<file path="config.mk">
export PLATFORM = sky130hd
export DESIGN_NAME = hsr_hash
export DESIGN_NICKNAME = d
export VERILOG_FILES = /design/src/rtl/core/hsr_pkg.sv /design/src/rtl/core/hsr_hash.sv
export SDC_FILE = /design/constraint.sdc
export NUM_CORES = 1
export LEC_CHECK = 0
export BUFFER_PORTS_ARGS = -buffer_cell sky130_fd_sc_hd__buf_2
export CAP_MARGIN = 20
export CORE_ASPECT_RATIO = 0.7
export CORE_MARGIN = 2
export CORE_UTILIZATION = 50
export CTS_BUF_LIST = sky130_fd_sc_hd__clkbuf_4 sky130_fd_sc_hd__clkbuf_8
export CTS_CLUSTER_SIZE = 10
export DETAILED_ROUTE_END_ITERATION = 8
export PLACE_DENSITY = 0.7
export SLEW_MARGIN = 20
export SYNTH_ARGS = -nofsm -noshare
export SYNTH_HDL_FRONTEND = slang
export SYNTH_SLANG_ARGS = --single-unit
</file>
<file path="constraint.sdc">
create_clock -name clk -period 4.9 [get_ports clk]
set_clock_uncertainty 0.1 [all_clocks]
set_input_delay 0.49 -clock clk [delete_from_list [all_inputs] [get_ports clk]]
set_output_delay 0.49 -clock clk [all_outputs]
set_load 0.005 [all_outputs]
</file>
<file path="src/rtl/core/hsr_pkg.sv">
// ----------------------------------------------------------------------------
// hsr_pkg: shared types and constants of the hashed symbol registry
// Payload structs, operation and status codes, and the control structs that
// pass between the top level, the hash unit and the two table units.
// ----------------------------------------------------------------------------
package hsr_pkg;

  localparam int HashW   = 32;
  localparam int ByteW   = 8;
  localparam int EntryW  = 9;
  localparam int OpW     = 2;
  localparam int StatusW = 2;

  localparam int VarDepthDef  = 256;
  localparam int FuncDepthDef = 256;

  // Operation codes. Code 3 behaves as a lookup.
  localparam logic [OpW-1:0] OP_INSERT = 2'd0;
  localparam logic [OpW-1:0] OP_LOOKUP = 2'd1;
  localparam logic [OpW-1:0] OP_CLEAR  = 2'd2;

  // Status codes.
  localparam logic [StatusW-1:0] ST_OK   = 2'd0;
  localparam logic [StatusW-1:0] ST_MISS = 2'd1;
  localparam logic [StatusW-1:0] ST_FULL = 2'd2;

  // One-at-a-time shift amounts.
  localparam int FoldShl = 10;
  localparam int FoldShr = 6;
  localparam int FinShl1 = 3;
  localparam int FinShr  = 11;
  localparam int FinShl2 = 15;

  typedef struct packed {
    logic [OpW-1:0]   op;
    logic             table_sel;
    logic             byte_valid;
    logic [ByteW-1:0] name_byte;
    logic             last;
  } in_t;

  typedef struct packed {
    logic [StatusW-1:0] status;
    logic [HashW-1:0]   name_hash;
    logic [EntryW-1:0]  entry_count;
  } out_t;

  // Control from the top level to the hash unit.
  typedef struct packed {
    logic             take;
    logic             byte_valid;
    logic             last;
    logic [ByteW-1:0] name_byte;
    logic             fin1;
    logic             fin2;
  } hash_ctl_t;

  // Command to a table unit.
  typedef struct packed {
    logic             start;
    logic [OpW-1:0]   op;
    logic [HashW-1:0] key;
  } tbl_cmd_t;

  // Completion from a table unit.
  typedef struct packed {
    logic               done;
    logic [StatusW-1:0] status;
    logic [EntryW-1:0]  entry_count;
  } tbl_rsp_t;

endpackage

</file>
<file path="src/rtl/core/hsr_hash.sv">
// ----------------------------------------------------------------------------
// hsr_hash: one-at-a-time hash unit
// Folds one sign-extended byte per transfer into the running hash and runs
// the final mixing in two steps after the last byte of a name.
// ----------------------------------------------------------------------------
module hsr_hash
  import hsr_pkg::*;
(
  input  logic             clk,
  input  logic             rst_n,
  input  hash_ctl_t        ctl,
  output logic [HashW-1:0] name_hash
);

  logic [HashW-1:0] accum_r, accum_nxt;
  logic [HashW-1:0] fin_r, fin_nxt;
  logic [HashW-1:0] ext, h1, h2, h3, folded;
  logic [HashW-1:0] g1, g2, g3;

  always_comb begin
    ext    = {{(HashW-ByteW){ctl.name_byte[ByteW-1]}}, ctl.name_byte};
    h1     = accum_r + ext;
    h2     = h1 + (h1 << FoldShl);
    h3     = h2 ^ (h2 >> FoldShr);
    folded = ctl.byte_valid ? h3 : accum_r;

    g1 = fin_r + (fin_r << FinShl1);
    g2 = g1 ^ (g1 >> FinShr);
    g3 = fin_r + (fin_r << FinShl2);

    accum_nxt = accum_r;
    fin_nxt   = fin_r;
    if (ctl.take) begin
      accum_nxt = ctl.last ? '0 : folded;
      if (ctl.last) begin
        fin_nxt = folded;
      end
    end else if (ctl.fin1) begin
      fin_nxt = g2;
    end else if (ctl.fin2) begin
      fin_nxt = g3;
    end
  end

  always_ff @(posedge clk) begin
    if (!rst_n) begin
      accum_r <= '0;
    end else begin
      accum_r <= accum_nxt;
    end
  end

  always_ff @(posedge clk) begin
    fin_r <= fin_nxt;
  end

  assign name_hash = fin_r;

endmodule

</file>
# Word-level counts from Yosys, hierarchy flattened
# Index checks and enable logic that the tools add are counted.
# totals
ram_bits	0
memories	0
latch_bits	0
word_cells	17
romBits	0
register_bits	64
# classes
n_addsub	4
eq_ne	1
shifts	0
bitwise_logic	2
n_div	0
mul	0
magnitude_cmp	0
reduce_logical	2
muxes	6
# op_table
op	n
$mux W32	6
$add A32 B32 Y32	4
$xor A32 B21 Y32	1
$xor A32 B26 Y32	1
$reduce_bool A3 Y1	1
$ne A2 B2 Y1 const B	1
$reduce_and A2 Y1	1

# Depth between registers and ports, before layout
# depth
ltp_word	6
depth_mapped	26

# Worst setup path after synthesis
# No wires, ideal clock.
# synth_timing
kind	in2reg
startpoint	in ctl[2] (netlist name)
endpoint	reg fin_r[24], in the netlist name_hash[24], data pin
setup_time_ns	0.264
arrival_ns	4.828
n_path_buf	1
stages	25
t_required_ns	4.536
slack_ns	-0.293
cell_sequence	ha_1 -> inv_1 -> fa_1 -> nor2b_4 -> o31a_1 -> o31a_4 -> a41oi_1 -> nor2b_1 -> o21ai_0 -> a21boi_0 -> o21ai_0 -> nand2b_1 -> a21o_1 -> a21oi_1 -> xnor2_1 -> ha_1 -> o21a_1 -> a21o_1 -> o211a_2 -> o2111ai_2 -> a2111oi_1 -> or3b_1 -> buf_2 -> nor3b_1 -> a211oi_1
# synth_via
elab_chain_cells	6
# synth_rtl
element	line	source
start: declaration	hsr_hash.sv:11	input hash_ctl_t ctl,
$add A32 B32 Y32	hsr_hash.sv:22	h1 = accum_r + ext;
$add A32 B32 Y32	hsr_hash.sv:23	h2 = h1 + (h1 << FoldShl);
$xor A32 B26 Y32	hsr_hash.sv:24	h3 = h2 ^ (h2 >> FoldShr);
$mux W32	hsr_hash.sv:25	folded = ctl.byte_valid ? h3 : accum_r;
$mux W32	hsr_hash.sv:35	if (ctl.last) begin
$mux W32	hsr_hash.sv:33	if (ctl.take) begin
net fin_nxt[24]	hsr_hash.sv:16	logic [HashW-1:0] fin_r, fin_nxt;
end signal: assignment	hsr_hash.sv:54	fin_r <= fin_nxt;
end: declaration	hsr_hash.sv:16	
# The timed path passes the listed nets, and every way through them passes these cells. The select of a mux whose other input is x is not followed.
# A chain may end at the register's enable or synchronous reset.

# Final worst setup path
# layout_timing
startpoint	reg accum_r[0]
endpoint	reg fin_r[25], in the netlist name_hash[25], data pin
# layout_via
elab_chain_cells	6
# layout_rtl
element	line	source
start: declaration	hsr_hash.sv:15	logic [HashW-1:0] accum_r, accum_nxt;
start signal: assignment	hsr_hash.sv:49	accum_r <= accum_nxt;
$add A32 B32 Y32	hsr_hash.sv:22	
$add A32 B32 Y32	hsr_hash.sv:23	
$xor A32 B26 Y32	hsr_hash.sv:24	
$mux W32	hsr_hash.sv:25	
$mux W32	hsr_hash.sv:35	
$mux W32	hsr_hash.sv:33	
net fin_nxt[25]	hsr_hash.sv:16	
# The timed path passes the listed nets, and every way through them passes these cells. The select of a mux whose other input is x is not followed.

==> metrics <==
Mapped Nets=~1100; Slowest-stage cell, CP=a221oi_4; clock transition at the registers of the reported paths=80 ps; Slew headroom=49.0%; fin cells=1396; number of core rows=39; synthesis-stage register bit count=64; Peak Freq=200 MHz; type of the worst min-delay path=flop to flop; Max-Cap Viols=0; Die H=111 um; hpwl dp=slightly above 20000 um; Inst Count DP=between 1000 and 1500; CTS tree=yes; Detailed Route WL=25800 um; vias in the first global route=between 7000 and 8000; Remaining DRCs=0; Num CTS Buffers=9; CTS max path bufs=2; initial core utilization=50.6%; CTS H-Tree Depth=3; drt wl/cell=approximately 18 um; Tmin final=between 4000 and 5000 ps; ant diodes=0; Cell Area, Synth=0.00817 sq mm; fin nets=roughly 1300; Worst Path Arrival=~5000 ps; setup ws final=-92.1 ps; CP most frequent cell=a21o_1; CP peak stage delay=400 ps; average cell area after synthesis=8.27 sq um; warnings from Yosys=0; CP Capture Type=flop; Final Hold Fails=0; ANT nets after route=0; Primary FF master, synth=edfxtp_1; status=finished, violations left; root buffer cell=clkbuf_8; Critical Path Source Type=flop; layout cells sized above 1=about a quarter; die area=~0.017 sq mm; first-pass GRT wire length=approximately 40000 um; RSZ-0062 raised after global routing=yes; Slew @ Worst Pin=760 ps; die width=157 um; First-pass DRT Iterations=5; sequential cell area fraction in the yosys report=approximately a fifth; global placement routability congestion=slightly above 0.9; initial antenna violation count=0; failing checks=negative setup slack; total track usage=29.5%; largest net degree at the start of global routing=47; port bufs=46; Synth cell types=86; Finish-stage setup viols=4; Worst Path Max Fanout=4; critical path class=flop to flop; via count=8289; EDFF count, synth=32; CP cell instances=ha_4 -> inv_2 -> fa_2 -> nor2b_4 -> o31a_1 -> o31a_4 -> a221oi_4 -> a21oi_2 -> and2_4 -> o21a_1 -> nor2_2 -> xnor2_1 -> ha_1 -> a21o_1 -> a21o_1 -> nor3_2 -> a31oi_4 -> maj3_2 -> a211oi_4 -> nor3_4 -> nor4_2 -> nor3_1; Async SR Flop Fraction=0%; Iter 0 DRT Violations=between 800 and 900; routed vias/inst=5.94; CTS Sinks=64; clock latency on the worst-skew pair=350 ps; Core Area=0.0162 sq mm; worst path required time=just under 5000 ps; Final period util=102%; Synth Instances=988; Congestion Overflow GR=0; IO Pins=47; Max Slew Vio Count=0; P&R area growth vs syn=26.2%
cell usage in the layout, fill, tap and decap left out, types with 5 or more instances in the layout:
master      n
o21bai_1    8
buf_4     150
a211oi_1   12
a211o_1     6
xnor3_1     6
inv_1      34
xnor2_2     8
xnor2_1    75
nor2b_1    27
a21oi_1    78
a21o_1     48
a21oi_2    10
nand2b_1   11
clkbuf_8   10
and2_1     13
or3_1       6
o21a_1     15
o21ai_1    13
nand2_1    68
a31oi_1     8
nor3_1     13
o31a_1      6
buf_2      46
o21ai_0    51
or2_2       6
nand3_1    17
and3_1      6
edfxtp_1   32
o211ai_1   25
dfxtp_1    28
nor2_2      7
nand4_1     6
xor2_1     31
nor2_1     70
ha_1       88
mux2i_1     7
a21boi_0    5
logic make-up after synthesis:
kind of cell	after synthesis	share of synthesized area, %
DFF	64	19.6
AOI/OAI and AO/OA	347	28.7
xor gates and xnor gates	126	15.1
buffers and inverters	66	3.14
adders and majority gates	99	15.5
and+or+nand+nor	276	16.8
muxes	10	1.27
flip-flops by register name, summed over array words and instances, names as in the netlist:
signal     count
accum_r       32
name_hash     32
area by class of cell:
class	instances	area [sq um]
repair buffers	198	1380
flip-flops and latches	64	1610
well taps	225	282
clock buffers	10	138
clock inverters	6	91.3
multi-input cells	858	6690
fillers	1374	5840
inverters	35	131
per-stage QoR:
| step | TNS [ps] | hold slack, ps | instance area, sq um | worst slack (ps) | utilization [%] |
|---|---|---|---|---|---|
| 5_1_grt | -5150 | 438 | 10300 | -328 | 63.8 |
| 2_1_floorplan | -224 | 344 | 8210 | -83.4 | - |
| 4_1_cts | -138 | 404 | 10000 | -65.6 | 61.9 |
| 3_3_place_gp | -4000 | 390 | 9660 | -285 | 59.8 |
| 6_report | -129 | 405 | 10300 | -92.1 | 63.8 |
| 3_5_place_dp | -5820 | 392 | 9660 | -342 | 59.8 |
path summary, 6_finish.rpt:
check,from,endpoint,slack [ps],cells after the start
setup / recovery,accum_r[0],name_hash[25],-90,22
hold reg to reg,accum_r[18],accum_r[18],400,2
setup reg to reg,accum_r[0],name_hash[25],-90,22
hold / removal,accum_r[18],accum_r[18],400,2
per-layer routing:
| layer | wire [um] | vias to the layer above | global-route usage (%) |
|---|---|---|---|
| met1 | 12400 | 3938 | 45.4 |
| met2 | 10700 | 313 | 42.3 |
| met3 | 2390 | 26 | 7.54 |
| met5 | 0 | - | 0 |
| li1 | - | 4012 | - |
| met4 | 255 | 0 | 3.49 |
critical path: cells and delay by family, from the launching register on:
family,cells,cell delay [ps]
flip-flops,1,340
AO/OA/AOI/OAI,9,2110
adder cells (fa/ha/maj),4,1010
XOR/XNOR,1,140
buffers and inverters,1,50
AND/OR/NAND/NOR,7,990
synthesized netlist by cell type, drive strengths merged, types with 5 or more instances:
master  number  area share (%)
o211ai      25             2.3
o21ai       66             4.0
a31oi       10            0.84
a211o        6            0.64
o31a         7            0.86
xor2        34             3.6
or2          7            0.54
ha          94              14
and3         6            0.46
nor2        77             3.5
o21a        16             1.5
nand2       68             3.1
dfxtp       32             7.8
nor3        18             1.2
a21o        48             4.4
inv         35             1.6
clkbuf      27             1.2
nor3b        5            0.46
and2        16             1.3
mux2i        7            0.86
xnor2       83             8.9
xnor3        8             2.2
o31ai        6            0.72
or3          7            0.60
o21bai       8            0.73
nor2b       28             2.2
edfxtp      32              12
a211oi      16             1.6
nand2b      11            0.84
nand4        6            0.46
a21boi       9            0.83
nand3       17             1.0
a21oi       88             5.4
what timing repair did:
action	in CTS	in global routing
setup endpoints to repair	11	39
hold buffers	0	0
buffers inserted	6	6
pin swaps	13	47
resized for setup	15	59
endpoints found under the hold margin	0	0
gates cloned	0	0
Power is left out: the tool's default activity adds up to more than one toggle a clock period on the data nets, which glitch-free logic cannot reach.
